--- config.mk ---
export PLATFORM = sky130hd
export DESIGN_NAME = escaped_string_to_utf8
export DESIGN_NICKNAME = d
export VERILOG_FILES = /design/src/sv/esu_pkg.sv /design/src/sv/escaped_string_to_utf8.sv /design/src/sv/esu_front.sv /design/src/sv/esu_fifo.sv /design/src/sv/esu_back.sv
export SDC_FILE = /design/constraint.sdc
export NUM_CORES = 1
export LEC_CHECK = 0
export BUFFER_PORTS_ARGS = -buffer_cell sky130_fd_sc_hd__buf_2
export CAP_MARGIN = 0
export CORE_MARGIN = 2
export CORE_UTILIZATION = 40
export DETAILED_ROUTE_END_ITERATION = 6
export REMOVE_ABC_BUFFERS = 1
export SYNTH_ARGS = -nofsm -noshare
export SYNTH_HDL_FRONTEND = slang
export SYNTH_SLANG_ARGS = --single-unit
--- constraint.sdc ---
create_clock -name clk -period 6.3 [get_ports clk]
set_clock_uncertainty 0.1 [all_clocks]
set_input_delay 0.315 -clock clk [delete_from_list [all_inputs] [get_ports clk]]
set_output_delay 0.315 -clock clk [all_outputs]
set_load 0.01 [all_outputs]
--- src/sv/esu_pkg.sv ---
// Shared types and constants for the escaped-string to UTF-8 converter.
`timescale 1ns / 1ps

package esu_pkg;

  // Scanner modes of the front end
  typedef enum logic [2:0] {
    M_NORMAL  = 3'd0,
    M_ESC     = 3'd1,
    M_XHEX    = 3'd2,
    M_UHEX    = 3'd3,
    M_WANT_BS = 3'd4,
    M_WANT_U  = 3'd5,
    M_LOWHEX  = 3'd6,
    M_SWALLOW = 3'd7
  } scan_mode_t;

  // What one character produces besides errors
  typedef enum logic [1:0] {
    EMIT_NONE = 2'd0,
    EMIT_BYTE = 2'd1,
    EMIT_UTF8 = 2'd2
  } emit_t;

  // Results of one character: 1..4 results, carried front to back
  typedef struct packed {
    logic [2:0]      cnt;     // number of results
    logic [3:0][7:0] data;    // data[0] goes out first
    logic            nodata;  // single result with byte_valid = 0
    logic            err;     // parse_error on the final result
    logic            eos;     // end_of_string on the final result
  } pkt_t;

  localparam logic [2:0] MAX_RESULTS = 3'd4;

  localparam logic [7:0] CH_BSLASH = 8'h5C;
  localparam logic [7:0] CH_SPACE  = 8'h20;
  localparam logic [7:0] CH_DEL    = 8'h7F;
  localparam logic [7:0] CH_B      = 8'h62;
  localparam logic [7:0] CH_F      = 8'h66;
  localparam logic [7:0] CH_N      = 8'h6E;
  localparam logic [7:0] CH_R      = 8'h72;
  localparam logic [7:0] CH_T      = 8'h74;
  localparam logic [7:0] CH_U      = 8'h75;
  localparam logic [7:0] CH_X      = 8'h78;

  localparam logic [7:0] BYTE_BS = 8'h08;
  localparam logic [7:0] BYTE_FF = 8'h0C;
  localparam logic [7:0] BYTE_LF = 8'h0A;
  localparam logic [7:0] BYTE_CR = 8'h0D;
  localparam logic [7:0] BYTE_HT = 8'h09;

  localparam logic [15:0] SURR_HIGH_MIN = 16'hD800;
  localparam logic [15:0] SURR_LOW_MIN  = 16'hDC00;
  localparam logic [15:0] SURR_LOW_MAX  = 16'hDFFF;
  localparam logic [20:0] SUPP_BASE     = 21'h10000;

  localparam logic [20:0] UTF8_LIM1 = 21'h00080;
  localparam logic [20:0] UTF8_LIM2 = 21'h00800;
  localparam logic [20:0] UTF8_LIM3 = 21'h10000;

endpackage

--- src/sv/escaped_string_to_utf8.sv ---
// Top level of the escaped-string to UTF-8 converter.
`timescale 1ns / 1ps
// A character's results pass through the packet queue and then the output registers on their way out.
// Throughput: one character per cycle; the output side moves one result byte per cycle while
//   out_stall is low, so a character with k results takes k output transactions (k = 1..4).
// Input stalls only when the QUEUE_DEPTH-entry packet queue is full.
// Reset (rst_n low, synchronous) returns the scanner to normal text and empties the queue.

module escaped_string_to_utf8 #(
  parameter int QUEUE_DEPTH = 4
) (
  input  logic       clk,
  input  logic       rst_n,
  // character input
  input  logic       in_valid,
  output logic       in_stall,
  input  logic [7:0] in_char_in,
  input  logic       in_char_last,
  // result output
  output logic       out_valid,
  input  logic       out_stall,
  output logic [7:0] out_byte_out,
  output logic       out_byte_valid,
  output logic       out_parse_error,
  output logic       out_end_of_string
);

  logic          accept;
  logic          push;
  esu_pkg::pkt_t pkt;
  esu_pkg::pkt_t head;
  logic          empty;
  logic          full;
  logic          pop;

  // stall comes from queue occupancy only, never from in_valid
  assign in_stall = full;
  assign accept   = in_valid && !in_stall;

  // Front: escape scanner, one character per transaction, packs 0..4 results
  esu_front u_front (
    .clk      (clk),
    .rst_n    (rst_n),
    .accept_i (accept),
    .char_i   (in_char_in),
    .last_i   (in_char_last),
    .push_o   (push),
    .pkt_o    (pkt)
  );

  // Queue decouples scanner from the byte emitter
  esu_fifo #(
    .DEPTH (QUEUE_DEPTH)
  ) u_fifo (
    .clk     (clk),
    .rst_n   (rst_n),
    .push_i  (push),
    .pkt_i   (pkt),
    .pop_i   (pop),
    .head_o  (head),
    .empty_o (empty),
    .full_o  (full)
  );

  // Back: registered output, one result byte per transaction
  esu_back u_back (
    .clk               (clk),
    .rst_n             (rst_n),
    .head_i            (head),
    .empty_i           (empty),
    .pop_o             (pop),
    .out_valid         (out_valid),
    .out_stall         (out_stall),
    .out_byte_out      (out_byte_out),
    .out_byte_valid    (out_byte_valid),
    .out_parse_error   (out_parse_error),
    .out_end_of_string (out_end_of_string)
  );

endmodule

--- src/sv/esu_front.sv ---
// Front end: scans escaped characters and packs the results of each one.
`timescale 1ns / 1ps

module esu_front (
  input  logic           clk,
  input  logic           rst_n,
  input  logic           accept_i,
  input  logic [7:0]     char_i,
  input  logic           last_i,
  output logic           push_o,
  output esu_pkg::pkt_t  pkt_o
);

  esu_pkg::scan_mode_t mode_r, mode_nxt;
  logic [2:0]  dig_r, dig_nxt;
  logic [15:0] acc_r, acc_nxt;
  logic [15:0] hs_r, hs_nxt;
  logic        err_r, err_nxt;

  // step decode results
  esu_pkg::scan_mode_t mode_c;
  logic [2:0]    dig_c;
  logic [15:0]   acc_c;
  logic [15:0]   hs_c;
  logic          fail_c;
  esu_pkg::emit_t emit_c;
  logic [7:0]    lit_c;
  logic [20:0]   cp_c;

  logic [4:0]  dv;
  logic        hex_ok;
  logic [15:0] acc_shift;
  logic [2:0]  dig_inc;
  logic        esc_ok;
  logic        is_alnum;
  logic        fail_all;
  logic        err_final;

  function automatic logic [4:0] digit_value(input logic [7:0] c);
    logic [4:0] v;
    v = 5'd16;
    if (c >= 8'h30 && c <= 8'h39) v = 5'(c - 8'h30);
    else if (c >= 8'h41 && c <= 8'h46) v = 5'(c - 8'h37);
    else if (c >= 8'h61 && c <= 8'h66) v = 5'(c - 8'h57);
    return v;
  endfunction

  assign dv        = digit_value(char_i);
  assign hex_ok    = !dv[4];
  assign acc_shift = {acc_r[11:0], dv[3:0]};
  assign dig_inc   = dig_r + 3'd1;

  assign is_alnum = (char_i >= 8'h61 && char_i <= 8'h7A) ||
                    (char_i >= 8'h41 && char_i <= 8'h5A) ||
                    (char_i >= 8'h30 && char_i <= 8'h39);
  always_comb begin
    if (is_alnum) begin
      esc_ok = (char_i == esu_pkg::CH_B) || (char_i == esu_pkg::CH_F) ||
               (char_i == esu_pkg::CH_N) || (char_i == esu_pkg::CH_R) ||
               (char_i == esu_pkg::CH_T) || (char_i == esu_pkg::CH_U) ||
               (char_i == esu_pkg::CH_X);
    end else if (char_i <= esu_pkg::CH_SPACE) begin
      esc_ok = (char_i == esu_pkg::CH_SPACE);
    end else begin
      esc_ok = (char_i < esu_pkg::CH_DEL);
    end
  end

  // Per-character decode of the scanner
  always_comb begin
    mode_c = mode_r;
    dig_c  = dig_r;
    acc_c  = acc_r;
    hs_c   = hs_r;
    fail_c = 1'b0;
    emit_c = esu_pkg::EMIT_NONE;
    lit_c  = char_i;
    cp_c   = {5'd0, acc_shift};
    unique case (mode_r)
      esu_pkg::M_NORMAL: begin
        if (char_i == esu_pkg::CH_BSLASH) mode_c = esu_pkg::M_ESC;
        else emit_c = esu_pkg::EMIT_BYTE;
      end
      esu_pkg::M_ESC: begin
        if (!esc_ok) begin
          fail_c = 1'b1;
        end else begin
          mode_c = esu_pkg::M_NORMAL;
          dig_c  = 3'd0;
          acc_c  = 16'd0;
          emit_c = esu_pkg::EMIT_BYTE;
          priority if (char_i == esu_pkg::CH_B) lit_c = esu_pkg::BYTE_BS;
          else if (char_i == esu_pkg::CH_F) lit_c = esu_pkg::BYTE_FF;
          else if (char_i == esu_pkg::CH_N) lit_c = esu_pkg::BYTE_LF;
          else if (char_i == esu_pkg::CH_R) lit_c = esu_pkg::BYTE_CR;
          else if (char_i == esu_pkg::CH_T) lit_c = esu_pkg::BYTE_HT;
          else if (char_i == esu_pkg::CH_X) begin
            mode_c = esu_pkg::M_XHEX;
            emit_c = esu_pkg::EMIT_NONE;
          end else if (char_i == esu_pkg::CH_U) begin
            mode_c = esu_pkg::M_UHEX;
            emit_c = esu_pkg::EMIT_NONE;
          end else begin
            lit_c = char_i;
          end
        end
      end
      esu_pkg::M_XHEX: begin
        if (!hex_ok) begin
          fail_c = 1'b1;
        end else begin
          acc_c = acc_shift;
          dig_c = dig_inc;
          if (dig_inc >= 3'd2) begin
            lit_c  = acc_shift[7:0];
            emit_c = esu_pkg::EMIT_BYTE;
            mode_c = esu_pkg::M_NORMAL;
          end
        end
      end
      esu_pkg::M_UHEX, esu_pkg::M_LOWHEX: begin
        if (!hex_ok) begin
          fail_c = 1'b1;
        end else if (dig_inc < 3'd4) begin
          acc_c = acc_shift;
          dig_c = dig_inc;
        end else if (mode_r == esu_pkg::M_UHEX) begin
          if (acc_shift >= esu_pkg::SURR_HIGH_MIN && acc_shift <= esu_pkg::SURR_LOW_MAX) begin
            if (acc_shift >= esu_pkg::SURR_LOW_MIN) begin
              fail_c = 1'b1;   // lone low surrogate
            end else begin
              hs_c   = acc_shift;
              mode_c = esu_pkg::M_WANT_BS;
              dig_c  = 3'd0;
              acc_c  = 16'd0;
            end
          end else begin
            emit_c = esu_pkg::EMIT_UTF8;
            mode_c = esu_pkg::M_NORMAL;
            dig_c  = 3'd0;
            acc_c  = 16'd0;
          end
        end else begin
          if (acc_shift < esu_pkg::SURR_LOW_MIN || acc_shift > esu_pkg::SURR_LOW_MAX) begin
            fail_c = 1'b1;
          end else begin
            cp_c   = {1'b0, hs_r[9:0], acc_shift[9:0]} + esu_pkg::SUPP_BASE;
            emit_c = esu_pkg::EMIT_UTF8;
            mode_c = esu_pkg::M_NORMAL;
            dig_c  = 3'd0;
            acc_c  = 16'd0;
          end
        end
      end
      esu_pkg::M_WANT_BS: begin
        if (char_i == esu_pkg::CH_BSLASH) mode_c = esu_pkg::M_WANT_U;
        else fail_c = 1'b1;
      end
      esu_pkg::M_WANT_U: begin
        if (char_i == esu_pkg::CH_U) begin
          mode_c = esu_pkg::M_LOWHEX;
          dig_c  = 3'd0;
          acc_c  = 16'd0;
        end else begin
          fail_c = 1'b1;
        end
      end
      esu_pkg::M_SWALLOW: begin
      end
      default: begin
      end
    endcase
  end

  // unfinished escape on the last character is an error too
  assign fail_all  = fail_c || (last_i && mode_c != esu_pkg::M_NORMAL &&
                                mode_c != esu_pkg::M_SWALLOW);
  assign err_final = err_r | fail_all;

  // Next state
  always_comb begin
    mode_nxt = mode_r;
    dig_nxt  = dig_r;
    acc_nxt  = acc_r;
    hs_nxt   = hs_r;
    err_nxt  = err_r;
    if (accept_i) begin
      if (last_i) begin
        mode_nxt = esu_pkg::M_NORMAL;
        dig_nxt  = 3'd0;
        acc_nxt  = 16'd0;
        hs_nxt   = 16'd0;
        err_nxt  = 1'b0;
      end else begin
        mode_nxt = fail_all ? esu_pkg::M_SWALLOW : mode_c;
        dig_nxt  = dig_c;
        acc_nxt  = acc_c;
        hs_nxt   = hs_c;
        err_nxt  = err_final;
      end
    end
  end

  // Result packing
  always_comb begin
    pkt_o        = '0;
    pkt_o.cnt    = 3'd0;
    if (!fail_all) begin
      unique case (emit_c)
        esu_pkg::EMIT_BYTE: begin
          pkt_o.cnt     = 3'd1;
          pkt_o.data[0] = lit_c;
        end
        esu_pkg::EMIT_UTF8: begin
          if (cp_c < esu_pkg::UTF8_LIM1) begin
            pkt_o.cnt     = 3'd1;
            pkt_o.data[0] = cp_c[7:0];
          end else if (cp_c < esu_pkg::UTF8_LIM2) begin
            pkt_o.cnt     = 3'd2;
            pkt_o.data[0] = {3'b110, cp_c[10:6]};
            pkt_o.data[1] = {2'b10, cp_c[5:0]};
          end else if (cp_c < esu_pkg::UTF8_LIM3) begin
            pkt_o.cnt     = 3'd3;
            pkt_o.data[0] = {4'b1110, cp_c[15:12]};
            pkt_o.data[1] = {2'b10, cp_c[11:6]};
            pkt_o.data[2] = {2'b10, cp_c[5:0]};
          end else begin
            pkt_o.cnt     = esu_pkg::MAX_RESULTS;
            pkt_o.data[0] = {5'b11110, cp_c[20:18]};
            pkt_o.data[1] = {2'b10, cp_c[17:12]};
            pkt_o.data[2] = {2'b10, cp_c[11:6]};
            pkt_o.data[3] = {2'b10, cp_c[5:0]};
          end
        end
        esu_pkg::EMIT_NONE: begin
        end
        default: begin
        end
      endcase
    end
    if (fail_all && !last_i) begin
      pkt_o.cnt    = 3'd1;
      pkt_o.nodata = 1'b1;
      pkt_o.err    = 1'b1;
    end else if (last_i) begin
      pkt_o.eos = 1'b1;
      pkt_o.err = err_final;
      if (pkt_o.cnt == 3'd0) begin
        pkt_o.cnt    = 3'd1;
        pkt_o.nodata = 1'b1;
      end
    end
  end

  assign push_o = accept_i && (pkt_o.cnt != 3'd0);

  always_ff @(posedge clk) begin
    if (!rst_n) begin
      mode_r <= esu_pkg::M_NORMAL;
      dig_r  <= 3'd0;
      acc_r  <= 16'd0;
      hs_r   <= 16'd0;
      err_r  <= 1'b0;
    end else begin
      mode_r <= mode_nxt;
      dig_r  <= dig_nxt;
      acc_r  <= acc_nxt;
      hs_r   <= hs_nxt;
      err_r  <= err_nxt;
    end
  end

  // error flag and swallow mode go together until the string ends
  a_err_swallow: assert property (@(posedge clk) disable iff (!rst_n)
    err_r == (mode_r == esu_pkg::M_SWALLOW))
    else $error("error flag out of step with swallow mode");

  a_nodata_single: assert property (@(posedge clk) disable iff (!rst_n)
    push_o && pkt_o.nodata |-> pkt_o.cnt == 3'd1)
    else $error("empty result packet with more than one entry");

endmodule

--- src/sv/esu_fifo.sv ---
// Small packet queue between the scanner and the byte emitter.
`timescale 1ns / 1ps

module esu_fifo #(
  parameter int DEPTH = 4
) (
  input  logic           clk,
  input  logic           rst_n,
  input  logic           push_i,
  input  esu_pkg::pkt_t  pkt_i,
  input  logic           pop_i,
  output esu_pkg::pkt_t  head_o,
  output logic           empty_o,
  output logic           full_o
);

  localparam int PW = (DEPTH > 1) ? $clog2(DEPTH) : 1;
  localparam int CW = $clog2(DEPTH + 1);

  esu_pkg::pkt_t mem_r [DEPTH];
  logic [PW-1:0] wr_ptr_r, wr_ptr_nxt;
  logic [PW-1:0] rd_ptr_r, rd_ptr_nxt;
  logic [CW-1:0] count_r, count_nxt;

  assign empty_o = (count_r == '0);
  assign full_o  = (count_r == CW'(DEPTH));
  assign head_o  = mem_r[rd_ptr_r];

  always_comb begin
    wr_ptr_nxt = wr_ptr_r;
    rd_ptr_nxt = rd_ptr_r;
    count_nxt  = count_r;
    if (push_i) begin
      wr_ptr_nxt = (wr_ptr_r == PW'(DEPTH - 1)) ? '0 : wr_ptr_r + PW'(1);
    end
    if (pop_i) begin
      rd_ptr_nxt = (rd_ptr_r == PW'(DEPTH - 1)) ? '0 : rd_ptr_r + PW'(1);
    end
    if (push_i && !pop_i) count_nxt = count_r + CW'(1);
    else if (pop_i && !push_i) count_nxt = count_r - CW'(1);
  end

  always_ff @(posedge clk) begin
    if (push_i) mem_r[wr_ptr_r] <= pkt_i;
  end

  always_ff @(posedge clk) begin
    if (!rst_n) begin
      wr_ptr_r <= '0;
      rd_ptr_r <= '0;
      count_r  <= '0;
    end else begin
      wr_ptr_r <= wr_ptr_nxt;
      rd_ptr_r <= rd_ptr_nxt;
      count_r  <= count_nxt;
    end
  end

  a_no_overflow: assert property (@(posedge clk) disable iff (!rst_n)
    full_o |-> !push_i || pop_i)
    else $error("push into full queue");

  a_no_underflow: assert property (@(posedge clk) disable iff (!rst_n)
    empty_o |-> !pop_i)
    else $error("pop from empty queue");

endmodule

--- src/sv/esu_back.sv ---
// Back end: plays queued packets out one result byte per cycle while out_stall is low.
`timescale 1ns / 1ps

module esu_back (
  input  logic           clk,
  input  logic           rst_n,
  input  esu_pkg::pkt_t  head_i,
  input  logic           empty_i,
  output logic           pop_o,
  output logic           out_valid,
  input  logic           out_stall,
  output logic [7:0]     out_byte_out,
  output logic           out_byte_valid,
  output logic           out_parse_error,
  output logic           out_end_of_string
);

  logic       out_valid_r, out_valid_nxt;
  logic [1:0] idx_r, idx_nxt;
  logic [7:0] byte_r;
  logic       bvalid_r, perr_r, eos_r;
  logic       adv;
  logic       load;
  logic       final_res;

  assign adv       = !out_valid_r || !out_stall;
  assign load      = adv && !empty_i;
  assign final_res = ({1'b0, idx_r} + 3'd1) == head_i.cnt;
  assign pop_o     = load && final_res;

  always_comb begin
    out_valid_nxt = out_valid_r;
    idx_nxt       = idx_r;
    if (adv) out_valid_nxt = !empty_i;
    if (load) idx_nxt = final_res ? 2'd0 : idx_r + 2'd1;
  end

  always_ff @(posedge clk) begin
    if (!rst_n) begin
      out_valid_r <= 1'b0;
      idx_r       <= 2'd0;
    end else begin
      out_valid_r <= out_valid_nxt;
      idx_r       <= idx_nxt;
    end
  end

  always_ff @(posedge clk) begin
    if (load) begin
      byte_r   <= head_i.nodata ? 8'd0 : head_i.data[idx_r];
      bvalid_r <= !head_i.nodata;
      perr_r   <= head_i.err && final_res;
      eos_r    <= head_i.eos && final_res;
    end
  end

  assign out_valid         = out_valid_r;
  assign out_byte_out      = byte_r;
  assign out_byte_valid    = bvalid_r;
  assign out_parse_error   = perr_r;
  assign out_end_of_string = eos_r;

  a_idx_in_packet: assert property (@(posedge clk) disable iff (!rst_n)
    !empty_i |-> ({1'b0, idx_r} < head_i.cnt) && (head_i.cnt <= esu_pkg::MAX_RESULTS))
    else $error("result index beyond packet");

endmodule
== After elaboration in Yosys (flattened, before gate mapping) ==
Memory sizes are Yosys's and may differ from the RTL's. A register that Yosys moved wholly into a read port is not among the register bits.
Index checks and enable logic that the tools add are counted.
Widths: inputs -> output; s select.

* Multiplexer cells: 130
* Equality and inequality tests: 31
* Magnitude comparators: 21
* Add/sub/neg operators: 11
* Reduce and logical (&&, ||, !) cells: 49
* Bitwise logic cells: 1

{| class="wikitable"
|+ Operators by type and width
! operator !! number
|-
| $mux 12 || 10
|-
| $mux 3 || 39
|-
| $mux 21 || 5
|-
| $mux 8 || 11
|-
| $mux 10 || 7
|-
| $eq 8x7->1 const B || 8
|-
| $mux 24 || 2
|-
| $pmux 12 s4 || 1
|-
| $mux 2 || 20
|-
| $mux 35 || 1
|-
| $ge 16x16->1 const B || 2
|-
| $le 8x7->1 const B || 4
|-
| $mux 16 || 2
|-
| $pmux 8 s2 || 2
|-
| $mux 22 || 1
|-
| $add 20x17->21 const B || 1
|-
| $lt 21x12->1 const B || 1
|-
| $lt 21x17->1 const B || 1
|-
| $lt 21x8->1 const B || 1
|-
| $mux 1 || 20
|-
| $pmux 3 s6 || 1
|-
| $logic_and 1x1->1 || 17
|-
| $bmux 8 s2 || 1
|-
| $ge 8x7->1 const B || 2
|-
| other kinds (41) || 83
|}

* Register bits: 50
* Output and inout port bits: 13
* Memories kept: 1
* Bits in writable memories: 152
* Word-level logic and storage cells: 258

{| class="wikitable"
|+ Memories
! name !! depth !! width !! rd ports !! clocked after Yosys merged registers in !! write ports !! line !! source
|-
| u_fifo.mem_r || 4 || 38 || 1 || 1 || 1 || esu_fifo.sv:20 || <nowiki>esu_pkg::pkt_t mem_r [DEPTH];</nowiki>
|}

== Depth between registers and ports, before layout ==
Gate-level depths: netlist of run 1.

* Depth in word-level cells: 28
* Gate-level depth with buffers: 23
* Mapped depth without buffers: 20

== Modules after synthesis ==
A second synthesis of run 1 with hierarchy kept.

* Cell total of the unflattened synthesis: 784
* Area, all modules: 10282.4 um^2

{| class="wikitable"
|+ Modules (own cells, without submodules)
! module !! times used !! area an instance (um^2) !! cells each
|-
| esu_fifo || 1 || 5955.7 || 242
|-
| esu_front || 1 || 3545.9 || 491
|-
| esu_back || 1 || 767.0 || 50
|-
| escaped_string_to_utf8 || 1 || 13.8 || 1
|}

== Least setup slack after synthesis of run 1 ==
OpenSTA, ideal clock, no wires.

* Kind: in2reg
* Start point: in in_char_in[1]
* End point: reg u_fifo.count_r[2]
* Cell stages on the path: 22
* Data arrival time: 4849 ps
* Buffers on the path: 2
* Path slack: 1275 ps
* Cell sequence: buf_2 inv_1 ha_1 or4b_4 o31a_1 o32a_1 or4_1 a21oi_1 a221oi_1 inv_1 ha_1 clkbuf_1 nor2_1 nor2_1 nor2_1 a21oi_1 ha_1 inv_1 fa_1 xor2_1 or3_1 a21boi_0

* Longest elaborated chain between the ends: 27

{| class="wikitable"
|+ RTL lines
! element !! line !! source
|-
| start: declaration || escaped_string_to_utf8.sv:17 || <nowiki>input logic [7:0] in_char_in,</nowiki>
|-
| $ge 8x7->1 / $le 8x7->1 (equally long branches) || esu_front.sv:44, esu_front.sv:53 ||
|-
| $logic_and 1x1->1 || esu_front.sv:44 || <nowiki>else if (c >= 8'h61 && c <= 8'h66) v = 5'(c - 8'h57);</nowiki>
|-
| $mux 5 || esu_front.sv:44 ||
|-
| $mux 5 || esu_front.sv:43 || <nowiki>else if (c >= 8'h41 && c <= 8'h46) v = 5'(c - 8'h37);</nowiki>
|-
| $mux 5 || esu_front.sv:42 || <nowiki>if (c >= 8'h30 && c <= 8'h39) v = 5'(c - 8'h30);</nowiki>
|-
| $lt 16x16->1 / $gt 16x16->1 (equally long branches) || esu_front.sv:144 || <nowiki>if (acc_shift < esu_pkg::SURR_LOW_MIN || acc_shift > esu_pkg::SURR_LOW_MAX) begin</nowiki>
|-
| $logic_or 1x1->1 || esu_front.sv:144 ||
|-
| $mux 21 || esu_front.sv:144 ||
|-
| (+12 left out) || - ||
|-
| $mux 3 || esu_front.sv:245 || <nowiki>end else if (last_i) begin</nowiki>
|-
| $mux 3 (*) || esu_front.sv:241 || <nowiki>if (fail_all && !last_i) begin</nowiki>
|-
| $reduce_bool 3->1 (*) || esu_front.sv:255 || <nowiki>assign push_o = accept_i && (pkt_o.cnt != 3'd0);</nowiki>
|-
| $logic_and 1x1->1 (*) || esu_front.sv:255 ||
|-
| named net push || escaped_string_to_utf8.sv:29 || <nowiki>logic push;</nowiki>
|-
| $logic_not 1->1 || esu_fifo.sv:40 || <nowiki>else if (pop_i && !push_i) count_nxt = count_r - CW'(1);</nowiki>
|-
| $logic_and 1x1->1 || esu_fifo.sv:40 ||
|-
| $reduce_bool 2->1 (no source line) || - ||
|-
| end signal: assignment || esu_fifo.sv:55 || <nowiki>count_r <= count_nxt;</nowiki>
|-
| end: declaration || esu_fifo.sv:23 || <nowiki>logic [CW-1:0] count_r, count_nxt;</nowiki>
|}

The timed path passes the listed nets; every way through them passes the cells marked *.
A chain may end at the register's enable or synchronous reset.

== Final worst setup path of run 1 ==
* Start point: reg u_front.dig_r[0]
* End point: reg u_fifo.count_r[2]

* Longest elaborated chain between the ends: 20

{| class="wikitable"
|+ RTL lines
! element !! line !! source
|-
| start: declaration || esu_front.sv:15 || <nowiki>logic [2:0] dig_r, dig_nxt;</nowiki>
|-
| start signal: assignment || esu_front.sv:266 || <nowiki>dig_r <= dig_nxt;</nowiki>
|-
| $add 3x1->3 (*) || esu_front.sv:51 || <nowiki>assign dig_inc = dig_r + 3'd1;</nowiki>
|-
| $lt 3x3->1 || esu_front.sv:124 || <nowiki>end else if (dig_inc < 3'd4) begin</nowiki>
|-
| $mux 21 || esu_front.sv:124 ||
|-
| $mux 21 || esu_front.sv:122 || <nowiki>if (!hex_ok) begin</nowiki>
|-
| $mux 21 || esu_front.sv:79 || <nowiki>unique case (mode_r)</nowiki>
|-
| $lt 21x17->1 || esu_front.sv:222 || <nowiki>end else if (cp_c < esu_pkg::UTF8_LIM3) begin</nowiki>
|-
| $mux 3 || esu_front.sv:222 ||
|-
| $mux 3 || esu_front.sv:218 || <nowiki>end else if (cp_c < esu_pkg::UTF8_LIM2) begin</nowiki>
|-
| (+5 left out) || - ||
|-
| $mux 3 || esu_front.sv:245 ||
|-
| $mux 3 (*) || esu_front.sv:241 ||
|-
| $reduce_bool 3->1 (*) || esu_front.sv:255 ||
|-
| $logic_and 1x1->1 (*) || esu_front.sv:255 ||
|-
| named net push || escaped_string_to_utf8.sv:29 ||
|-
| $logic_not 1->1 || esu_fifo.sv:40 ||
|-
| $logic_and 1x1->1 || esu_fifo.sv:40 ||
|-
| $reduce_bool 2->1 (no source line) || - ||
|}

Marked as above.

==> results of run 1 <==
worst min-delay path: stages:
cell      delay, ns
buf_2          0.10
nand2_1        0.05
a21boi_0       0.06
power groups by stage:
stage / combinational (mW) / clock, mW / sequential, mW
3_5_place_dp: 0.767 / 0 / 1.64
6_report: 0.756 / 1.03 / 1.61
3_3_place_gp: 0.756 / 0 / 1.63
5_1_grt: 0.835 / 1.10 / 1.62
2_1_floorplan: 0.480 / 0 / 1.69
4_1_cts: 0.773 / 1.05 / 1.61
state kept, by name, summed over array words and instances, names as in the netlist, 3 cells and up, named ones only:
register / count
u_back.out_byte_out: 8
u_front.dig_r: 3
u_front.hs_r: 10
u_fifo.count_r: 3
u_front.mode_r: 3
u_front.acc_r: 12
u_fifo.mem_r: 140
per-stage QoR:
step                cell area, sq um  util (%)  cells
finish                         10600      44.9   1100
global route                   10600      44.9   1100
CTS                            10600      44.9   1100
detailed placement             10000      42.5   1068
global placement               10000      42.5   1068
floorplan                       9460         -    716
layout make-up:
cell class	count	area [sq um]	share of cell area [%]
sequential	192	5360	50.5
multi-input combinational	503	4020	37.9
clock buffer	20	437	4.12
tap	319	399	3.76
timing repair buffer	33	185	1.75
clock inverter	12	125	1.18
inverter	21	78.8	0.743
cell families after synthesis:
kind of cell,share of synthesized area [%]
simple gates,14.8
flops,55.5
compound gates,11.6
buf+inv,2.84
mux,12.1
fa+ha+maj,2.39
xor+xnor,0.817
layout by cell type, fill, tap and decap left out, types with 7 or more instances in the layout:
| master | instances |
|---|---|
| a21boi_0 | 11 |
| a21oi_1 | 31 |
| a31oi_1 | 8 |
| and2_1 | 23 |
| and3_1 | 8 |
| buf_2 | 25 |
| buf_4 | 8 |
| clkbuf_16 | 17 |
| dfxtp_1 | 40 |
| edfxtp_1 | 151 |
| ha_1 | 16 |
| inv_1 | 21 |
| mux2i_1 | 20 |
| mux4_2 | 42 |
| nand2_1 | 43 |
| nand3_1 | 21 |
| nand4_1 | 9 |
| nor2_1 | 42 |
| nor2b_1 | 38 |
| nor3_1 | 23 |
| nor3b_1 | 8 |
| o211ai_1 | 8 |
| o21a_1 | 7 |
| o21ai_0 | 22 |
| or3_1 | 8 |
worst max path at each step:
stage | from | end | slack (ns) | depth (start not counted)
floorplan | in_char_in[1] | u_fifo.count_r[2]$_SDFFE_PN0P_ | 1.56 | 20
global placement | in_char_in[1] | u_fifo.count_r[2]$_SDFFE_PN0P_ | 0.84 | 21
detailed placement | in_char_in[1] | u_fifo.count_r[2]$_SDFFE_PN0P_ | 0.63 | 19
CTS | u_front.dig_r[0]$_SDFFE_PN0P_ | u_fifo.count_r[2]$_SDFFE_PN0P_ | 1.08 | 18
global route | u_front.dig_r[0]$_SDFFE_PN0P_ | u_fifo.count_r[2]$_SDFFE_PN0P_ | 0.51 | 18
finish | u_front.dig_r[0]$_SDFFE_PN0P_ | u_fifo.count_r[2]$_SDFFE_PN0P_ | 1.01 | 18
metal layers:
layer / vias up / global-route usage [%] / wire [um]
met5: - / 0 / 0
met4: 0 / 5.12 / 353
met3: 28 / 3.10 / 1020
met2: 202 / 30.5 / 11200
met1: 3268 / 25.6 / 10600
li1: 2963 / - / -
==> metrics.txt, run 1 <==
Layout fillers=2,148; Distinct cells, synth=82; Clock Sinks=around 190; final setup TNS=0 ns; Worst VDD drop=~0.14 mV; CTS H-tree lvls=4; pwr/cell area=320 mW/mm^2; Comb pwr share=around 22%; core box area=0.0236 sq mm; TritonRoute pass-1 iters=5; wire per inst=about 21 um; Hold Path Depth=3; CTS tree=done; Post-DRT Antenna Nets=0; Peak Freq=189 MHz; GRT overflow=0; initial core utilization=approximately 41%; Area growth syn-to-layout=9.86%; Mapped Cells=764; Clock transition at path regs=~0.07 ns; worst reg2reg path depth=18; post-CTS setup buffers=0; Yosys top cell by area=edfxtp_1; Clock Latency Late Sink=~0.43 ns; die width=between 150 and 200 um; Worst path max stage delay=approximately 0.60 ns; Critical-path top delay cell=xor2_1; clock buffer depth=2; initial antenna violation count=0; GPL Wtd Cong=between 0.8 and 0.9; Commonest cells post-synth=151 x edfxtp_1, 43 x nand2_1, 42 x mux4_2, 42 x nor2_1, 41 x dfxtp_1; synth top area cells=edfxtp_1 47%, mux4_2 9.8%, dfxtp_1 8.5%; TritonCTS Buffers=17; vias per cell=between 5 and 6; IO Count=26; Leakage=between 3 and 4 nW; Clk pwr share=a little over 30%; first-pass GRT wire length=about 37,000 um; number of diodes=0; largest net degree at the start of global routing=41; hold endpoint=u_back.out_valid$_SDFFE_PN0N_; status=finished clean; Synth async-reset ratio=0%; number of synthesized register bits=~190; CP cell instances=ha_1, xor2_1, nand2_1, a21oi_2, nand2_1, or2_2, inv_1, ha_1, nor2_1, nor2_1, nor2_1, a21oi_1, ha_1, inv_1, fa_1, xor2_1, or3_1, a21boi_0; vias post-DR=6,461; DIE HEIGHT=159 um; Slew @ Worst Pin=between 1 and 1.5 ns; Hold Fails Final Rpt=0; RSZ-0062 raised after global routing=false; cts hold-fix bufs=0; hold wc startpoint=out_stall; post-route minimum period=approximately 5.3 ns; # rows=56; Final Power=about 3.4 mW; Worst R2R Start=u_front.dig_r[0]$_SDFFE_PN0P_; Arr. time, crit path=roughly 5.6 ns; dominant synthesized flop cell=edfxtp_1; post-synth design cell area=between 0.009 and 0.01 sq mm; CTS root buf=clkbuf_16; die area=~0.025 sq mm; DRC viols=0; switching power=~940 uW; final setup fails=0; type of origin of the critical path=register; Pint=between 2 and 2.5 mW; sequential group share of total power=a little under half; Buf/Inv on CP=2; Overall Global Routing Usage=a little under a fifth; Max Slew Vio Count=0; worst hold-check path type=in2reg; crit share post-route=84.0%; vias in the first global route=around 6,400; fin nets=roughly 800; CP delay by family, top=adder cells; DR iter-0 viols=640; Max Fanout on Critical Path=18; pre-CTS setup slack=about 0.63 ns; reg2reg end=u_fifo.count_r[2]$_SDFFE_PN0P_; syn avg cell area=~13 sq um; most frequent cell after synthesis=edfxtp_1; max_slew headroom=29.4%; Synth top area share=around 47%; setup ws final=between 1 and 1.5 ns; r2r setup slk=~1.0 ns; Sw Ratio=27.7%; number of synthesized flops with an enable pin=151; Worst EP required=about 6.6 ns; wirelength, routed=between 20,000 and 25,000 um; final worst hold slack=about 0.058 ns; layout cells sized above 1=between 10% and 20%; critical path endpoint category=register; MaxCap Viol Count=0; PortBufs=25; DP Wirelength=between 15,000 and 20,000 um; Yosys warnings=0; sequential fraction of the synthesis area=55.5%; PostCTS Resize Cnt=0; Setup CP Type=reg2reg
Note: power is estimated with default switching activity, not from simulation.
==> inputs of run 2 (changes only) <==
- clock period: 6.3 -> 4.6 ns (I/O delays scaled with it)
==> run 2 against run 1 <==
Net effect:
- critical path depth increased by 1
- sequential power up 37%
- register-to-register slack got worse by 0.44 ns
- total power increased by 37%
- setup slack worse by 0.68 ns
- sequential share of layout area down 1.4 points
- via count increased by 0.54%
==> metrics.txt, run 2 (synthesized netlist as in run 1, its figures left out) <==
layout cells sized above 1=a little over 20%; Arr. time, crit path=about 4.5 ns; largest net degree at the start of global routing=41; Slew @ Worst Pin=slightly above 0.8 ns; placed cell areas=~0.010 sq mm; pwr/cell area=427 mW/mm^2; critical path endpoint category=register; Clock Sinks=~190; Max Fanout on Critical Path=3; Worst EP required=4.86 ns; Clock Latency Late Sink=0.44 ns; r2r setup slk=approximately 0.57 ns; Worst VDD drop=approximately 0.24 mV; Area growth syn-to-layout=12.9%; Leakage=3.78 nW; hold endpoint=u_fifo.mem_r[3][0]$_DFFE_PP_; Final Cell Area=between 0.01 and 0.015 sq mm; Worst R2R Start=u_front.acc_r[7]$_SDFFE_PN0P_; number of diodes=0; reg2reg end=u_fifo.count_r[2]$_SDFFE_PN0P_; Buf/Inv on CP=3; most frequent cell on the critical path=ha_1; final std cells w/o fill=between 1,000 and 1,500; CP delay by family, top=simple AND/OR/NAND/NOR gates; commonest non-fill, non-tap cells in the layout=151 x edfxtp_1, 43 x nand2_1, 42 x nor2_1, 42 x mux4_2, 40 x dfxtp_1; Biggest register=u_fifo.mem_r; die area=about 0.025 sq mm; clock buffer depth=2; PostCTS Resize Cnt=0; fin nets=831; first-pass GRT wire length=~37,000 um; core box area=0.0236 sq mm; final worst hold slack=0.173 ns; crit share post-route=92.9%; Clock transition at path regs=0.08 ns; worst reg2reg path depth=16; DRC viols=0; final setup TNS=0 ns; die width=159 um; DP Wirelength=approximately 16,000 um; Critical-path top delay cell=or4_1; RSZ-0062 raised after global routing=false; CTS root buf=clkbuf_16; # rows=56; IO Count=26; status=finished clean; Max Slew Vio Count=0; DR iter-0 viols=514; DIE HEIGHT=159 um; Final Util=around 46%; most common cell after layout, fill and taps aside=edfxtp_1; max_slew headroom=45.2%; initial antenna violation count=0; CTS H-tree lvls=4; GRT overflow=0; wirelength, routed=between 20,000 and 25,000 um; vias in the first global route=6,519; max reg flops=140; Worst path max stage delay=around 0.54 ns; biggest regs=u_fifo.mem_r x140, u_front.acc_r x12, u_front.hs_r x10; vias per cell=~5.7; final setup fails=0; TritonRoute pass-1 iters=5; PortBufs=25; wire per inst=20.5 um; Post-DRT Antenna Nets=0; placed cell count=approximately 1,100; TritonCTS Buffers=17; type of origin of the critical path=input pin; CTS tree=done; Hold Fails Final Rpt=0; Layout fillers=between 2,000 and 2,500; Peak Freq=approximately 230 MHz; Setup CP Type=in2reg; hold wc startpoint=in_char_last; initial core utilization=about two fifths; Overall Global Routing Usage=between 10% and 20%; vias post-DR=6,496; CP cell instances=buf_2, inv_1, ha_1, or4b_4, o31a_1, o32a_1, or4_1, a21oi_1, a221oi_1, ha_1, nor2_1, nor2_1, a21oi_1, ha_1, inv_1, fa_1, xor2_1, or3_1, a21boi_0; worst hold-check path type=in2reg; MaxCap Viol Count=0; GPL Wtd Cong=about 0.93; post-route minimum period=between 4 and 5 ns; Hold Path Depth=1
==> run 2: cell type report <==
class | count | area [sq um] | share of cell area (%)
inverter | 21 | 78.8 | 0.723
sequential | 192 | 5360 | 49.2
clock inverter | 14 | 124 | 1.14
timing repair buffer | 66 | 485 | 4.46
multi-input combinational | 503 | 4020 | 36.9
tap | 319 | 399 | 3.66
clock buffer | 18 | 429 | 3.94
==> run 2: worst max path at each step <==
stage                              from                        endpoint  slack, ns  cells after the start
final                     in_char_in[1]  u_fifo.count_r[2]$_SDFFE_PN0P_       0.33                     19
after global routing      in_char_in[1]  u_fifo.count_r[2]$_SDFFE_PN0P_        0.1                     19
after CTS                 in_char_in[1]  u_fifo.count_r[2]$_SDFFE_PN0P_       0.32                     19
after detailed placement  in_char_in[1]  u_fifo.count_r[2]$_SDFFE_PN0P_      -0.13                     19
after global placement    in_char_in[1]  u_fifo.count_r[2]$_SDFFE_PN0P_      -0.04                     19
after floorplan           in_char_in[1]  u_fifo.count_r[2]$_SDFFE_PN0P_      -0.05                     20
==> run 2: layer usage <==
layer	global-route usage, %	part of all wire, %	vias to the layer above
li1	-	-	3016
met1	25.7	46	3311
met2	30.7	48	143
met3	3.05	3.9	26
met4	5.70	1.7	0
met5	0	0	-
==> run 2: power by group <==
group | leakage (nW) | internal [mW] | switching [mW]
Clock | 0.268 | 0.711 | 0.667
Combinational | 1.72 | 0.523 | 0.549
Sequential | 1.79 | 2.11 | 0.0942
Total | 3.78 | 3.34 | 1.31
==> run 2: stage by stage <==
stage                     power (mW)  setup slack [ns]
after floorplan                 2.97           -0.0500
after global placement          3.31           -0.0355
after detailed placement        3.34            -0.131
after CTS                       4.71             0.323
after global routing            4.87            0.0953
final                           4.65             0.328
==> run 2: worst register-to-register path, stage by stage, from the launching register on <==
cell and delay (ns):
dfxtp_1 0.51, and4_1 0.27, nand2_1 0.17, nor3_1 0.45
a21oi_1 0.07, or2_2 0.31, inv_1 0.06, ha_1 0.24
nor2_1 0.15, nor2_1 0.05, a21oi_1 0.23, ha_1 0.20
inv_1 0.06, fa_1 0.43, xor2_1 0.18, or3_1 0.30
a21boi_0 0.18
==> run 2: timing repair <==
| item | 4_1_cts | 5_1_grt |
|---|---|---|
| hold buffers | 1 | 0 |
| endpoints found under the hold margin | 1 | 0 |
| setup buffers | 0 | 0 |
| setup endpoints to repair | 0 | 0 |
==> inputs of run 3 (changes only) <==
- BUFFER_PORTS_ARGS: -buffer_cell sky130_fd_sc_hd__buf_2 -> -buffer_cell sky130_fd_sc_hd__buf_4
- TNS_END_PERCENT: not set -> 5
==> run 3 against run 2 <==
Net effect:
- total power increased by 3.3%
- clock power grew 9%
- setup slack lost 0.033 ns
- fmax is 0.77% lower
- core utilization up 0.29 points
- cell area increased by 0.62%
- sequential power about the same
- hold slack lost 0.081 ns
- cell count fell by 0.62%
- first-iteration DRC count up 12%
- critical path depth unchanged
- die area stayed put
- largest cell class unchanged
==> metrics.txt, run 3 (synthesized netlist as in run 1, its figures left out) <==
Pint=3.44 mW; reg2reg end=u_fifo.count_r[2]$_SDFFE_PN0P_; die area=about 0.025 sq mm; Sw Ratio=roughly 28%; sequential group share of total power=approximately 46%; worst hold-check path type=in2reg; Worst R2R Start=u_front.acc_r[7]$_SDFFE_PN0P_; # rows=56; final setup fails=0; Final Power=roughly 4.8 mW; RSZ-0062 raised after global routing=false; CTS H-tree lvls=4; switching power=around 1.4 mW; setup ws final=around 0.29 ns; Max Fanout on Critical Path=3; IO Count=26; multi-input logic area=a little over 0.004 sq mm; cts hold-fix bufs=1; Clock transition at path regs=0.08 ns; critical path endpoint category=register; final setup TNS=0 ns; Max Slew Vio Count=0; Storage cell area=0.00536 sq mm; biggest regs=u_fifo.mem_r x140, u_front.acc_r x12, u_front.hs_r x10; type of origin of the critical path=input pin; Arr. time, crit path=4.56 ns; max_slew headroom=between 30% and 40%; fin nets=just over 800; DIE HEIGHT=between 150 and 200 um; DR iter-0 viols=between 500 and 600; clock buffer depth=2; Layout fillers=2,121; post-route minimum period=4.31 ns; TritonCTS Buffers=17; Slew @ Worst Pin=0.987 ns; Area growth syn-to-layout=13.6%; status=finished clean; wire per inst=around 21 um; PostCTS Resize Cnt=0; GPL Wtd Cong=~0.91; Comb pwr share=a little under a quarter; GRT overflow=0; Clock Sinks=192; max reg flops=140; MaxCap Viol Count=0; initial core utilization=about two fifths; worst reg2reg path depth=16; most common cell after layout, fill and taps aside=edfxtp_1; initial antenna violation count=0; Hold Fails Final Rpt=0; commonest non-fill, non-tap cells in the layout=151 x edfxtp_1, 54 x buf_4, 43 x nand2_1; Clock Latency Late Sink=between 0.4 and 0.5 ns; TritonRoute pass-1 iters=6; Worst VDD drop=slightly below 0.2 mV; Worst EP required=4.85 ns; vias per cell=around 5.8; number of diodes=0; CTS root buf=clkbuf_16; hold wc startpoint=in_char_last; layout cells sized above 1=around a fifth; crit share post-route=between 90 and 100%; pwr/cell area=between 400 and 500 mW/mm^2; wirelength, routed=about 23,000 um; PortBufs=25; DRC viols=0; Setup CP Type=in2reg; core box area=between 0.02 and 0.025 sq mm; Leakage=roughly 3.8 nW; Peak Freq=about 230 MHz; Hold Path Depth=1; largest net degree at the start of global routing=slightly above 40; r2r setup slk=between 0.4 and 0.5 ns; Post-DRT Antenna Nets=0; hold endpoint=u_fifo.mem_r[3][0]$_DFFE_PP_; pre-CTS setup slack=-0.176 ns; Biggest register=u_fifo.mem_r; Overall Global Routing Usage=18.5%; DP Wirelength=approximately 16,000 um; Final Util=roughly 46%; post-CTS setup buffers=0; vias post-DR=6,475; vias in the first global route=6,428; CTS tree=done; Clk pwr share=approximately 31%; die width=about 160 um; first-pass GRT wire length=approximately 36,000 um
==> run 3: cell type report <==
class | instances | area share [%]
clock buffers | 17 | 3.88
clock inverters | 15 | 1.69
inverters | 21 | 0.719
multi-input cells | 503 | 36.7
well taps | 319 | 3.64
repair buffers | 59 | 4.52
flip-flops and latches | 192 | 48.9
==> run 3: per-layer routing <==
metal / up-vias / GRT usage, % / wire length (um)
met4: 0 / 5.21 / 393
met3: 33 / 3.13 / 1090
li1: 3005 / - / -
met2: 213 / 30.6 / 11400
met5: - / 0 / 0
met1: 3224 / 25.3 / 10400
==> run 3: power groups by stage <==
stage / sequential (mW) / combinational, mW / clock (mW)
floorplan: 2.31 / 0.657 / 0
global placement: 2.23 / 1.10 / 0
detailed placement: 2.25 / 1.12 / 0
CTS: 2.21 / 1.13 / 1.53
global route: 2.22 / 1.21 / 1.60
finish: 2.20 / 1.10 / 1.51
==> run 3: worst max-delay path, stage by stage <==
cell and delay [ns]:
buf_4 0.11, inv_1 0.09, ha_1 0.17, or4b_4 0.47, o31a_1 0.25, o32a_1 0.18
or4_1 0.57, a21oi_1 0.19, a221oi_1 0.14, ha_1 0.32, nor2_1 0.15, nor2_1 0.06
a21oi_1 0.24, ha_1 0.21, inv_1 0.06, fa_1 0.42, xor2_1 0.18, or3_1 0.31
a21boi_0 0.20
==> run 3: how the worst max path moves through the flow <==
stage / startpoint / end / cells past startpoint
after global routing: in_char_in[1] / u_fifo.count_r[2]$_SDFFE_PN0P_ / 19
after global placement: in_char_in[1] / u_fifo.count_r[2]$_SDFFE_PN0P_ / 19
final: in_char_in[1] / u_fifo.count_r[2]$_SDFFE_PN0P_ / 19
after floorplan: in_char_in[1] / u_fifo.count_r[2]$_SDFFE_PN0P_ / 20
after detailed placement: in_char_in[1] / u_fifo.count_r[2]$_SDFFE_PN0P_ / 19
after CTS: in_char_in[1] / u_fifo.count_r[2]$_SDFFE_PN0P_ / 19
==> run 3: through the flow <==
step / std cells / hold slack, ns / area, sq um
floorplan: 716 / 0.229 / 9460
global placement: 1093 / 0.364 / 10300
detailed placement: 1093 / 0.383 / 10300
CTS: 1126 / 0.0767 / 11000
global route: 1126 / 0.0818 / 11000
finish: 1126 / 0.0920 / 11000
